## src/hw/rtl/qtg_pkg.sv

```systemverilog
// Package for the queued tone generator: field widths, command and register codes,
// the beep entry type, the queue control structs and the quarter-wave sine function.
// Depends on nothing; every other file of the block refers to it by scoped names.
package qtg_pkg;

    localparam int PHASE_W    = 24;
    localparam int LEN_W      = 24;
    localparam int DUR_W      = 16;
    localparam int AMP_W      = 15;
    localparam int SPM_W      = 8;
    localparam int SINE_W     = 15;
    localparam int SAMPLE_W   = 16;
    localparam int CFG_IDX_W  = 2;
    localparam int CFG_DATA_W = 16;

    localparam int QUEUE_DEPTH_DEF     = 8;
    localparam int SINE_TABLE_BITS_DEF = 8;

    localparam logic [AMP_W-1:0] AMPLITUDE_RESET      = AMP_W'(28000);
    localparam logic [SPM_W-1:0] SAMPLES_PER_MS_RESET = SPM_W'(48);

    localparam logic [63:0] HALF_PI_Q30 = 64'd1686629713;
    localparam logic [63:0] ONE_Q30     = 64'd1 << 30;

    localparam logic CMD_ENQUEUE = 1'b0;
    localparam logic CMD_TICK    = 1'b1;

    localparam logic [CFG_IDX_W-1:0] REG_AMPLITUDE      = CFG_IDX_W'(0);
    localparam logic [CFG_IDX_W-1:0] REG_SAMPLES_PER_MS = CFG_IDX_W'(1);

    typedef struct packed {
        logic [PHASE_W-1:0] step;
        logic [LEN_W-1:0]   length;
    } t_beep;

    typedef struct packed {
        logic push;
        logic tick;
    } t_queue_cmd;

    typedef struct packed {
        logic empty;
        logic full;
    } t_queue_status;

    // Magnitude of sin(pi/2 * m / 2^(table_bits-2)) in Q0.15, from a Taylor series
    // evaluated in Q30. Only called with constant arguments to build the table.
    function automatic logic [SINE_W-1:0] quarter_sine(input int unsigned m,
                                                       input int unsigned table_bits);
        logic [63:0] x;
        logic [63:0] x2;
        logic [63:0] t;
        logic [63:0] s;
        logic [63:0] q;
        x  = (64'(m) * HALF_PI_Q30) >> (table_bits - 2);
        x2 = (x * x) >> 30;
        t  = ONE_Q30 - x2 / 64'd72;
        t  = ONE_Q30 - ((x2 * t) >> 30) / 64'd42;
        t  = ONE_Q30 - ((x2 * t) >> 30) / 64'd20;
        t  = ONE_Q30 - ((x2 * t) >> 30) / 64'd6;
        s  = (x * t) >> 30;
        q  = (s + 64'd16384) >> 15;
        return (q > 64'd32767) ? SINE_W'(32767) : q[SINE_W-1:0];
    endfunction

endpackage

```

## src/hw/rtl/queued_tone_generator_core.sv

```systemverilog
// Top level of the queued tone generator: input register, configuration registers,
// phase accumulator, amplitude multiply and result register.
// Depends on qtg_pkg, qtg_sine_rom and qtg_beep_queue.
//
// Usage: input words (i_command, i_tone_step, i_duration_ms) enter on i_valid/o_ready;
// each produces exactly one result word (o_sample, o_beep_dropped) on o_valid/i_ready.
// An enqueue word stores a beep of i_duration_ms times samples_per_ms samples if that
// is nonzero, returns a zero sample and raises o_beep_dropped if it meets a full queue.
// A tick word returns amplitude times the sine of the phase and advances the phase
// by the front beep's step; with an empty queue it returns zero and the phase holds.
// Configuration words on i_cfg_valid/o_cfg_ready write amplitude (index 0) or
// samples_per_ms (index 1); other indexes are ignored. Write only while idle.
// o_valid rises as a word moves from the input register to the result register; one
// word is taken every cycle while i_ready is high, as the input register feeds one sine
// multiply and the queue update in the same cycle; the sine is read the cycle before.
// When the receiver stalls, the result register holds and the input register still
// takes one more word before o_ready falls. Reset empties the queue, clears the phase
// and restores amplitude 28000 and samples_per_ms 48; it is synchronous to i_clk.
module queued_tone_generator_core #(
    parameter int QUEUE_DEPTH     = qtg_pkg::QUEUE_DEPTH_DEF,
    parameter int SINE_TABLE_BITS = qtg_pkg::SINE_TABLE_BITS_DEF
) (
    input  logic                            i_clk,
    input  logic                            i_rst_n,
    input  logic                            i_valid,
    output logic                            o_ready,
    input  logic                            i_command,
    input  logic [qtg_pkg::PHASE_W-1:0]     i_tone_step,
    input  logic [qtg_pkg::DUR_W-1:0]       i_duration_ms,
    output logic                            o_valid,
    input  logic                            i_ready,
    output logic signed [qtg_pkg::SAMPLE_W-1:0] o_sample,
    output logic                            o_beep_dropped,
    input  logic                            i_cfg_valid,
    output logic                            o_cfg_ready,
    input  logic [qtg_pkg::CFG_IDX_W-1:0]   i_cfg_index,
    input  logic [qtg_pkg::CFG_DATA_W-1:0]  i_cfg_data
);

    logic [qtg_pkg::AMP_W-1:0]    r_amplitude;
    logic [qtg_pkg::SPM_W-1:0]    r_samples_per_ms;

    logic                         r_in_valid;
    logic                         r_command;
    logic [qtg_pkg::PHASE_W-1:0]  r_tone_step;
    logic [qtg_pkg::DUR_W-1:0]    r_duration_ms;

    logic                         r_out_valid;
    logic [qtg_pkg::SAMPLE_W-1:0] r_sample;
    logic                         r_dropped;
    logic [qtg_pkg::SAMPLE_W-1:0] n_sample;
    logic                         n_dropped;

    logic [qtg_pkg::PHASE_W-1:0]  r_phase;
    logic [qtg_pkg::PHASE_W-1:0]  n_phase;

    logic                         w_fire;
    logic                         w_in_ready;
    logic                         w_enqueue;
    logic [qtg_pkg::LEN_W-1:0]    w_len;
    logic [qtg_pkg::AMP_W+qtg_pkg::SINE_W-1:0] w_prod;
    logic [qtg_pkg::SAMPLE_W-1:0] w_mag;
    logic [qtg_pkg::SINE_W-1:0]   w_sine_mag;
    logic                         w_sine_neg;
    logic [qtg_pkg::PHASE_W-1:0]  w_front_step;
    qtg_pkg::t_queue_cmd          w_qcmd;
    qtg_pkg::t_queue_status       w_qstat;
    qtg_pkg::t_beep               w_beep;

    assign w_fire     = r_in_valid && (!r_out_valid || i_ready);
    assign w_in_ready = !r_in_valid || w_fire;
    assign w_enqueue  = (r_command == qtg_pkg::CMD_ENQUEUE);
    assign w_len      = qtg_pkg::LEN_W'(r_duration_ms * r_samples_per_ms);

    assign w_qcmd.push  = w_fire && w_enqueue && (w_len != '0);
    assign w_qcmd.tick  = w_fire && !w_enqueue;
    assign w_beep.step   = r_tone_step;
    assign w_beep.length = w_len;

    assign w_prod = r_amplitude * w_sine_mag;
    assign w_mag  = {1'b0, w_prod[qtg_pkg::AMP_W+qtg_pkg::SINE_W-1 -: qtg_pkg::AMP_W]};

    always_comb begin
        n_sample  = '0;
        n_dropped = 1'b0;
        n_phase   = r_phase;
        if (w_enqueue) begin
            n_dropped = (w_len != '0) && w_qstat.full;
        end else if (!w_qstat.empty) begin
            n_sample = w_sine_neg ? ('0 - w_mag) : w_mag;
            if (w_fire) begin
                n_phase = r_phase + w_front_step;
            end
        end
    end

    qtg_sine_rom #(
        .SINE_TABLE_BITS(SINE_TABLE_BITS)
    ) u_sine_rom (
        .i_clk   (i_clk),
        .i_rst_n (i_rst_n),
        .i_phase (n_phase),
        .o_mag   (w_sine_mag),
        .o_neg   (w_sine_neg)
    );

    qtg_beep_queue #(
        .QUEUE_DEPTH(QUEUE_DEPTH)
    ) u_beep_queue (
        .i_clk        (i_clk),
        .i_rst_n      (i_rst_n),
        .i_cmd        (w_qcmd),
        .i_beep       (w_beep),
        .o_status     (w_qstat),
        .o_front_step (w_front_step)
    );

    always_ff @(posedge i_clk) begin
        if (!i_rst_n) begin
            r_amplitude      <= qtg_pkg::AMPLITUDE_RESET;
            r_samples_per_ms <= qtg_pkg::SAMPLES_PER_MS_RESET;
        end else if (i_cfg_valid) begin
            case (i_cfg_index)
                qtg_pkg::REG_AMPLITUDE: begin
                    r_amplitude <= i_cfg_data[qtg_pkg::AMP_W-1:0];
                end
                qtg_pkg::REG_SAMPLES_PER_MS: begin
                    r_samples_per_ms <= i_cfg_data[qtg_pkg::SPM_W-1:0];
                end
                default: begin
                end
            endcase
        end
    end

    always_ff @(posedge i_clk) begin
        if (!i_rst_n) begin
            r_in_valid  <= 1'b0;
            r_out_valid <= 1'b0;
            r_phase     <= '0;
        end else begin
            if (w_in_ready) begin
                r_in_valid <= i_valid;
            end
            if (w_fire) begin
                r_out_valid <= 1'b1;
            end else if (i_ready) begin
                r_out_valid <= 1'b0;
            end
            r_phase <= n_phase;
        end
    end

    always_ff @(posedge i_clk) begin
        if (w_in_ready && i_valid) begin
            r_command     <= i_command;
            r_tone_step   <= i_tone_step;
            r_duration_ms <= i_duration_ms;
        end
        if (w_fire) begin
            r_sample  <= n_sample;
            r_dropped <= n_dropped;
        end
    end

    assign o_ready        = w_in_ready;
    assign o_valid        = r_out_valid;
    assign o_sample       = r_sample;
    assign o_beep_dropped = r_dropped;
    assign o_cfg_ready    = 1'b1;

    a_dropped_is_silent: assert property (@(posedge i_clk) disable iff (!i_rst_n)
        (o_valid && o_beep_dropped) |-> (o_sample == '0))
        else $error("Dropped beep word carries a nonzero sample.");

    a_phase_holds_when_empty: assert property (@(posedge i_clk) disable iff (!i_rst_n)
        w_qstat.empty |=> $stable(r_phase))
        else $error("Phase moved while the beep queue was empty.");

    a_full_enqueue_flags: assert property (@(posedge i_clk) disable iff (!i_rst_n)
        (w_qcmd.push && w_qstat.full) |=> (r_out_valid && r_dropped))
        else $error("Enqueue into a full queue did not raise the drop flag.");

endmodule

```

## src/hw/rtl/qtg_sine_rom.sv

```systemverilog
// Registered sine lookup for the queued tone generator: quarter-wave constant table
// addressed by the top bits of the phase, with quadrant folding and a sign output.
// Depends on qtg_pkg for widths and the quarter_sine table function.
module qtg_sine_rom #(
    parameter int SINE_TABLE_BITS = qtg_pkg::SINE_TABLE_BITS_DEF
) (
    input  logic                         i_clk,
    input  logic                         i_rst_n,
    input  logic [qtg_pkg::PHASE_W-1:0]  i_phase,
    output logic [qtg_pkg::SINE_W-1:0]   o_mag,
    output logic                         o_neg
);

    localparam int QUARTER = 1 << (SINE_TABLE_BITS - 2);
    localparam int MW      = SINE_TABLE_BITS - 1;

    logic [qtg_pkg::SINE_W-1:0] w_tab [QUARTER+1];
    logic [SINE_TABLE_BITS-1:0] w_idx;
    logic [MW-1:0]              w_r;
    logic [MW-1:0]              w_m;
    logic [qtg_pkg::SINE_W-1:0] r_mag;
    logic                       r_neg;

    for (genvar k = 0; k <= QUARTER; k++) begin : g_tab
        assign w_tab[k] = qtg_pkg::quarter_sine(k, SINE_TABLE_BITS);
    end

    assign w_idx = i_phase[qtg_pkg::PHASE_W-1 -: SINE_TABLE_BITS];
    assign w_r   = {1'b0, w_idx[SINE_TABLE_BITS-3:0]};
    assign w_m   = w_idx[SINE_TABLE_BITS-2] ? (MW'(QUARTER) - w_r) : w_r;

    always_ff @(posedge i_clk) begin
        if (!i_rst_n) begin
            r_mag <= '0;
            r_neg <= 1'b0;
        end else begin
            r_mag <= w_tab[w_m];
            r_neg <= w_idx[SINE_TABLE_BITS-1];
        end
    end

    assign o_mag = r_mag;
    assign o_neg = r_neg;

endmodule

```

## src/hw/rtl/qtg_beep_queue.sv

```systemverilog
// Beep queue for the queued tone generator: a shifting FIFO of step and length entries
// with the remaining-sample counter of the front beep.
// Depends on qtg_pkg for the entry type and the control structs.
module qtg_beep_queue #(
    parameter int QUEUE_DEPTH = qtg_pkg::QUEUE_DEPTH_DEF
) (
    input  logic                         i_clk,
    input  logic                         i_rst_n,
    input  qtg_pkg::t_queue_cmd          i_cmd,
    input  qtg_pkg::t_beep               i_beep,
    output qtg_pkg::t_queue_status       o_status,
    output logic [qtg_pkg::PHASE_W-1:0]  o_front_step
);

    localparam int CW = $clog2(QUEUE_DEPTH + 1);
    localparam int IW = $clog2(QUEUE_DEPTH);

    qtg_pkg::t_beep            r_q [QUEUE_DEPTH];
    logic [CW-1:0]             r_count;
    logic [CW-1:0]             n_count;
    logic [qtg_pkg::LEN_W-1:0] r_rem;
    logic [qtg_pkg::LEN_W-1:0] n_rem;
    logic [qtg_pkg::LEN_W-1:0] w_rem_dec;
    logic                      w_empty;
    logic                      w_full;
    logic                      w_push;
    logic                      w_tick;
    logic                      w_pop;

    assign w_empty   = (r_count == '0);
    assign w_full    = (r_count == CW'(QUEUE_DEPTH));
    assign w_push    = i_cmd.push && !w_full;
    assign w_tick    = i_cmd.tick && !w_empty;
    assign w_rem_dec = (r_rem != '0) ? (r_rem - 1'b1) : r_rem;
    assign w_pop     = w_tick && (w_rem_dec == '0);

    always_comb begin
        n_count = r_count;
        n_rem   = r_rem;
        if (w_push) begin
            n_count = r_count + 1'b1;
            if (w_empty) begin
                n_rem = i_beep.length;
            end
        end else if (w_tick) begin
            n_rem = w_rem_dec;
            if (w_pop) begin
                n_count = r_count - 1'b1;
                if (r_count > CW'(1)) begin
                    n_rem = r_q[1].length;
                end
            end
        end
    end

    always_ff @(posedge i_clk) begin
        if (!i_rst_n) begin
            r_count <= '0;
            r_rem   <= '0;
        end else begin
            r_count <= n_count;
            r_rem   <= n_rem;
        end
    end

    always_ff @(posedge i_clk) begin
        if (w_pop) begin
            for (int i = 0; i < QUEUE_DEPTH - 1; i++) begin
                r_q[i] <= r_q[i+1];
            end
        end
        if (w_push) begin
            r_q[r_count[IW-1:0]] <= i_beep;
        end
    end

    assign o_status.empty = w_empty;
    assign o_status.full  = w_full;
    assign o_front_step   = r_q[0].step;

endmodule
```

## config.mk

```make
export PLATFORM = sky130hd
export DESIGN_NAME = queued_tone_generator_core
export DESIGN_NICKNAME = d
export VERILOG_FILES = /design/src/hw/rtl/qtg_pkg.sv /design/src/hw/rtl/queued_tone_generator_core.sv /design/src/hw/rtl/qtg_sine_rom.sv /design/src/hw/rtl/qtg_beep_queue.sv
export SDC_FILE = /design/constraint.sdc
export NUM_CORES = 2
export LEC_CHECK = 0
export ABC_CLOCK_PERIOD_IN_PS = 14900
export BUFFER_PORTS_ARGS = -buffer_cell sky130_fd_sc_hd__buf_2
export CAP_MARGIN = 30
export CORE_MARGIN = 4
export CORE_UTILIZATION = 40
export CTS_CLUSTER_SIZE = 14
export DETAILED_ROUTE_END_ITERATION = 10
export MAX_ROUTING_LAYER = met4
export PLACE_DENSITY = 0.65
export SLEW_MARGIN = 25
export SYNTH_ARGS = -nofsm -noshare
export SYNTH_HDL_FRONTEND = slang
export SYNTH_SLANG_ARGS = --single-unit
```

## constraint.sdc

```tcl
create_clock -name i_clk -period 14.9 [get_ports i_clk]
set_input_delay 0 -clock i_clk [delete_from_list [all_inputs] [get_ports i_clk]]
set_output_delay 0 -clock i_clk [all_outputs]
set_load 0.005 [all_outputs]
```

# Word-level counts from Yosys, hierarchy flattened
# Memory sizes are Yosys's and may differ from the RTL's. A register that Yosys moved wholly into a read port is not among the register bits.
# Index checks and enable logic that the tools add are counted.
# op_classes
add_sub_neg,6
n_mul,2
magnitude_cmp,1
n_eq_ne,3
n_mux,23
n_bitwise,4
n_reduce_logical,32
# ops
cell,n
2-to-1 mux 24 bit,9
2-to-1 mux 48 bit,1
nonzero test 24 bit,2
OR reduction 48 bit,1
multiplier 15 x 15 -> 30 bit,1
adder 24 bit,1
logical NOT 24 bit,1
multiplier 16 x 8 -> 24 bit,1
subtractor 24 x 1 -> 24 bit (second input constant),1
subtractor 1 x 15 -> 16 bit (first input constant),1
2-to-1 mux 15 bit,1
2-to-1 mux 4 bit,3
logical AND 1 bit,9
inverter 7 -> 8 bit,1
AND reduction 2 bit,4
2-to-1 mux 1 bit,7
2-to-1 mux 7 bit,1
subtractor 7 x 6 -> 7 bit (first input constant),1
nonzero test 2 bit,3
logical NOT 1 bit,5
adder 4 x 1 -> 4 bit (second input constant),1
== test 4 bit (second input constant),1
greater-than comparator 4 x 1 -> 1 bit (second input constant),1
logical NOT 4 bit,1
10 further kinds,13
# word_totals
ff_bits,136
mem_bits_rw,384
romBits,1920
elab_cells,88
mem_count,2
# mem_list
memory,words,word_bits,rd,rd_clocked_by_memory_dff,wr,line_no,rtl
(name not given),128,15,1,1,0,qtg_sine_rom.sv:37,r_mag <= w_tab[w_m];
u_beep_queue.r_q,8,48,8,0,7,qtg_beep_queue.sv:18,qtg_pkg::t_beep r_q [QUEUE_DEPTH];

# Longest topological paths before layout
# logic_depth
depth_word,10
mapped_depth,30

# Hierarchy
# A second synthesis with hierarchy kept.
# hier_totals
cells_unflattened,3134
area_unflattened_um2,35562.9
# modules_own_cells
mod,n_inst,cells_each,area_each_um2,seq_area_each_um2
qtg_beep_queue,1,1042,17060.1,11370.9
queued_tone_generator_core,1,1792,16373.2,2722.6
qtg_sine_rom,1,300,2129.5,320.3

# Worst setup path after synthesis
# OpenSTA, ideal clock, no wires.
# synth_path
path_kind,register -> register
start,register r_samples_per_ms[2] (netlist bit)
end,memory u_beep_queue.r_q[4][0] (netlist bit) (enable)
t_arrival_ns,8.289
t_required_ns,14.380
setup_slack_ns,6.091
stages_incl_launch_ff,21
n_path_buf,2
path_cell_list,dfxtp_1 clkbuf_1 nand2_1 fa_1 fa_1 fa_1 fa_1 inv_1 ha_1 clkbuf_1 and3_1 nand2_1 a21oi_1 o31ai_1 a21o_1 a311oi_1 or2_2 nor4_4 nor2_2 nand2_1 o21ai_0
# synth_lines
element,line_no,rtl
from (decl),queued_tone_generator_core.sv:41,logic [qtg_pkg::SPM_W-1:0] r_samples_per_ms;
from (signal assigned),queued_tone_generator_core.sv:121,r_samples_per_ms <= qtg_pkg::SAMPLES_PER_MS_RESET;
from (signal assigned),queued_tone_generator_core.sv:128,r_samples_per_ms <= i_cfg_data[qtg_pkg::SPM_W-1:0];
to (decl),qtg_beep_queue.sv:18,

==> impl_metrics.csv <==
group,metric,value,unit
timing,fin_crit,8.91,ns
die,die_height,306,um
timing,maxSlewViolCount,0,
clock_network,ctsLongestPathBuffers,3,
clock_network,cts-buffers-inserted,58,
yosys,synth-edff-count,418,
yosys,total_of_flip_flops_plus_latches_after_synthesis,510,
worst_setup_path,buffers_plus_inverters_on_the_worst_setup_path,4,
final_layout,layout-drive-gt1-share,0.156,
timing,rsz0062_at_grt,"no",
timing,fmax,0.112,GHz
place,number_of_port_buffers,81,
timing,setup-tns-final,0,ns
final_layout,post_layout_nonfiller_instances,4570,
routing,via_count,24400,
clock_network,cts_tree,"done",
clock_network,cts_resized,0,
power,sw_share,0.311,
timing,setup_viol,0,
die,die-area,93900,um2
timing,hold_violations,0,
power,p_seq_frac,0.394,
clock_network,ctsRootBufferMaster,"sky130_fd_sc_hd__clkbuf_16",
die,die-width,306,um
die,pin_count,84,
clock_network,cts.sink_count,510,
die,floorplan.core_area,88400,um2
power,power_report.internal_total,2820,uW
clock_network,htree_depth,2,
power,combinationalPowerShare,0.255,
timing,fin_ws,5.99,ns
clock_network,post_cts_hold_buffer_count,78,
routing,number_of_drc_violations_after_detailed_routing_iteration_0,1815,
timing,worst_slew_pin_slew,0.951,ns
worst_setup_path,arrival_time_reported_for_the_critical_path_endpoint,9.17,ns
timing,clock-skew-final,0.0202,ns
clock_network,clkTransAtPathRegs,0.07,ns
worst_setup_path,crit_top_cell,"sky130_fd_sc_hd__fa_1",
place,post-place-cells,4383,
yosys,synth_cells,3269,
place,final_gp_congestion,0.890,
worst_setup_path,critical-path-slowest-cell,"sky130_fd_sc_hd__dfxtp_1",
grt,globalRoute.totalOverflow,0,
place,dpl.hpwl,56.0,mm
routing,drt-vias-per-instance,5.33,
yosys,synth-seq-area-share,0.404,
worst_setup_path,max_stage_delay,0.81,ns
worst_setup_path,cp-end-kind,"register",
routing,drc_errors,0,
worst_setup_path,worst-path-max-fanout,39,
die,start_util,0.403,
yosys,post_synth_num_cell_types,90,
routing,routedWlPerCell,17.9,um
status,outcome,"completed",
min_path,worstHoldPathType,"in2reg",
final_layout,layout_commonest_cell,"sky130_fd_sc_hd__edfxtp_1",
power,power.switching,1270,uW
die,row_count,109,
yosys,synth_top_area_frac,0.352,
power,static-leakage-power,0.0160,uW
final_layout,diodes,0,
yosys,dominantRegCellSynth,"sky130_fd_sc_hd__edfxtp_1",
yosys,synthesis.area_per_instance,10.9,um2
grt,grt_pass1_vias,24900,
yosys,yosysWarnings,0,
place,dpl_worst_slack,5.81,ns
yosys,synthesis.nets,3756,
worst_setup_path,timing.critical_path.max_delay_family,"simple AND/OR/NAND/NOR gates",
final_layout,area_growth,12.0,%
routing,drt-total-wl,81.7,mm
yosys,asyncSetResetFlopFracSynth,0,
power,power.clock.fraction,0.351,
final_layout,design.final.nets,3843,
place,placed_cell_area,37200,um2
clock_network,clock_insertion_delay_worst_skew,0.64,ns
routing,detailed_routing_iterations_pass_1,5,
power,power-per-cell-area,103,nW/um2
grt,grt_pass1_wl,135,mm
final_layout,mostFrequentLayoutCells,"sky130_fd_sc_hd__edfxtp_1, sky130_fd_sc_hd__nand2_1, sky130_fd_sc_hd__inv_1",
worst_setup_path,worst_path_cell_chain,"nand2_1 -> fa_1 -> fa_1 -> fa_1 -> fa_1 -> inv_1 -> ha_1 -> a211o_1 -> o31ai_1 -> a211oi_1 -> a311oi_1 -> or2_2 -> nor4_4 -> buf_4 -> nor2_4 -> nand2_1 -> nor3_4 -> buf_4 -> or2_2 -> buf_4",
yosys,mappedNetlistArea,35600,um2
routing,route.antenna.remaining_nets,0,
worst_setup_path,worst_setup_path_start_kind,"register",
worst_setup_path,critical_path_required,15.16,ns
final_layout,final_cell_area,39900,um2
yosys,synth.top_cells.by_area,"sky130_fd_sc_hd__edfxtp_1, sky130_fd_sc_hd__fa_1, sky130_fd_sc_hd__mux2_2, sky130_fd_sc_hd__ha_1, sky130_fd_sc_hd__dfxtp_1",
flow_run,cap_violations,0,
grt,grt_start_max_net_pins,70,
timing,max_slew_margin,0.365,
grt,grt_usage,0.181,
clock_network,post_cts_buffers,0,
power,vdd_ir_drop_max,0.101,mV
yosys,yosysTopAreaCell,"sky130_fd_sc_hd__edfxtp_1",
worst_setup_path,type_of_the_worst_setup_path,"reg2reg",
grt,antenna_violations_before_repair,0,
timing,final.period_utilization,0.598,
==> power by group through the flow <==
stage / Sequential [uW] / Clock (uW) / Combinational (uW)
6_report: 1610 / 1440 / 1040
5_1_grt: 1610 / 1530 / 1180
4_1_cts: 1610 / 1470 / 1040
3_5_place_dp: 1640 / 0 / 1020
3_3_place_gp: 1640 / 0 / 1010
2_1_floorplan: 1610 / 0 / 810
==> cell type report <==
type / count / area (um2)
Multi-Input combinational cell: 2268 / 19400
Clock inverter: 32 / 343
Inverter: 323 / 1210
Sequential cell: 510 / 14400
Clock buffer: 77 / 1590
Tap cell: 1165 / 1460
Timing Repair Buffer: 195 / 1460
Fill cell: 8301 / 48500
==> path summary, 6_finish.rpt <==
check | start | endpoint | slack (ns) | depth (start not counted)
setup reg to reg | r_samples_per_ms[2]$_SDFFE_PN0P_ | u_beep_queue.r_q[2][4]$_DFFE_PP_ | 5.99 | 20
setup / recovery | r_samples_per_ms[2]$_SDFFE_PN0P_ | u_beep_queue.r_q[2][4]$_DFFE_PP_ | 5.99 | 20
hold / removal | i_rst_n | r_amplitude[9]$_SDFFE_PN0P_ | 0.04 | 4
hold reg to reg | r_phase[6]$_SDFFE_PN0P_ | r_phase[6]$_SDFFE_PN0P_ | 0.46 | 2
==> metal layers <==
layer,wire (um),GRT usage,share of wire,vias to the layer above
met4,1960,0.0421,0.024,0
met2,39000,0.297,0.48,526
met3,3390,0.0199,0.041,133
li1,-,-,-,11600
met1,37300,0.243,0.46,12100
met5,0,-,0,-
==> tightest hold or removal path, delay by kind of cell <==
kind                   cells  cell delay [ns]
buffers and inverters      3             0.57
AOI/OAI and AO/OA          1             0.05
==> Yosys cell counts (41+ instances only) <==
library cell / instances
sky130_fd_sc_hd__o21ai_0: 79
sky130_fd_sc_hd__xor2_1: 41
sky130_fd_sc_hd__and2_1: 190
sky130_fd_sc_hd__xnor2_1: 43
sky130_fd_sc_hd__inv_1: 320
sky130_fd_sc_hd__ha_1: 172
sky130_fd_sc_hd__clkbuf_1: 120
sky130_fd_sc_hd__mux2_2: 278
sky130_fd_sc_hd__a21oi_1: 123
sky130_fd_sc_hd__nor2_1: 128
sky130_fd_sc_hd__edfxtp_1: 418
sky130_fd_sc_hd__nand2_1: 405
sky130_fd_sc_hd__dfxtp_1: 92
sky130_fd_sc_hd__nor3_1: 48
sky130_fd_sc_hd__fa_1: 251
==> per-stage QoR <==
stage                     hold WS [ns]  power [uW]  utilization
after floorplan                 0.0989        2420            -
after global placement           0.176        2640        0.420
after detailed placement         0.178        2650        0.421
after CTS                       0.0112        4120        0.451
after global routing            0.0554        4330        0.451
final                           0.0439        4090        0.451
==> kinds of logic (layout without fill, tap and decap cells) <==
family,after synthesis,count (layout),share of synthesized area
AO/OA/AOI/OAI,508,508,0.0958
XOR/XNOR,85,85,0.0214
adder cells (fa/ha/maj),424,424,0.202
buffers and inverters,491,627,0.0533
flip-flops,510,510,0.404
multiplexers,295,295,0.0928
other,1,1,0.000105
AND/OR/NAND/NOR,955,955,0.131
==> registers in the layout (all words and copies together) (netlist names) <==
register	flops
u_beep_queue.r_count	4
r_in_valid	1
r_command	1
r_amplitude	15
o_sample	16
r_phase	24
r_tone_step	24
r_duration_ms	16
o_beep_dropped	1
u_beep_queue.r_rem	24
o_valid	1
u_beep_queue.r_q	360
u_sine_rom.o_mag	15
r_samples_per_ms	8
(Power assumes the default switching activity.)
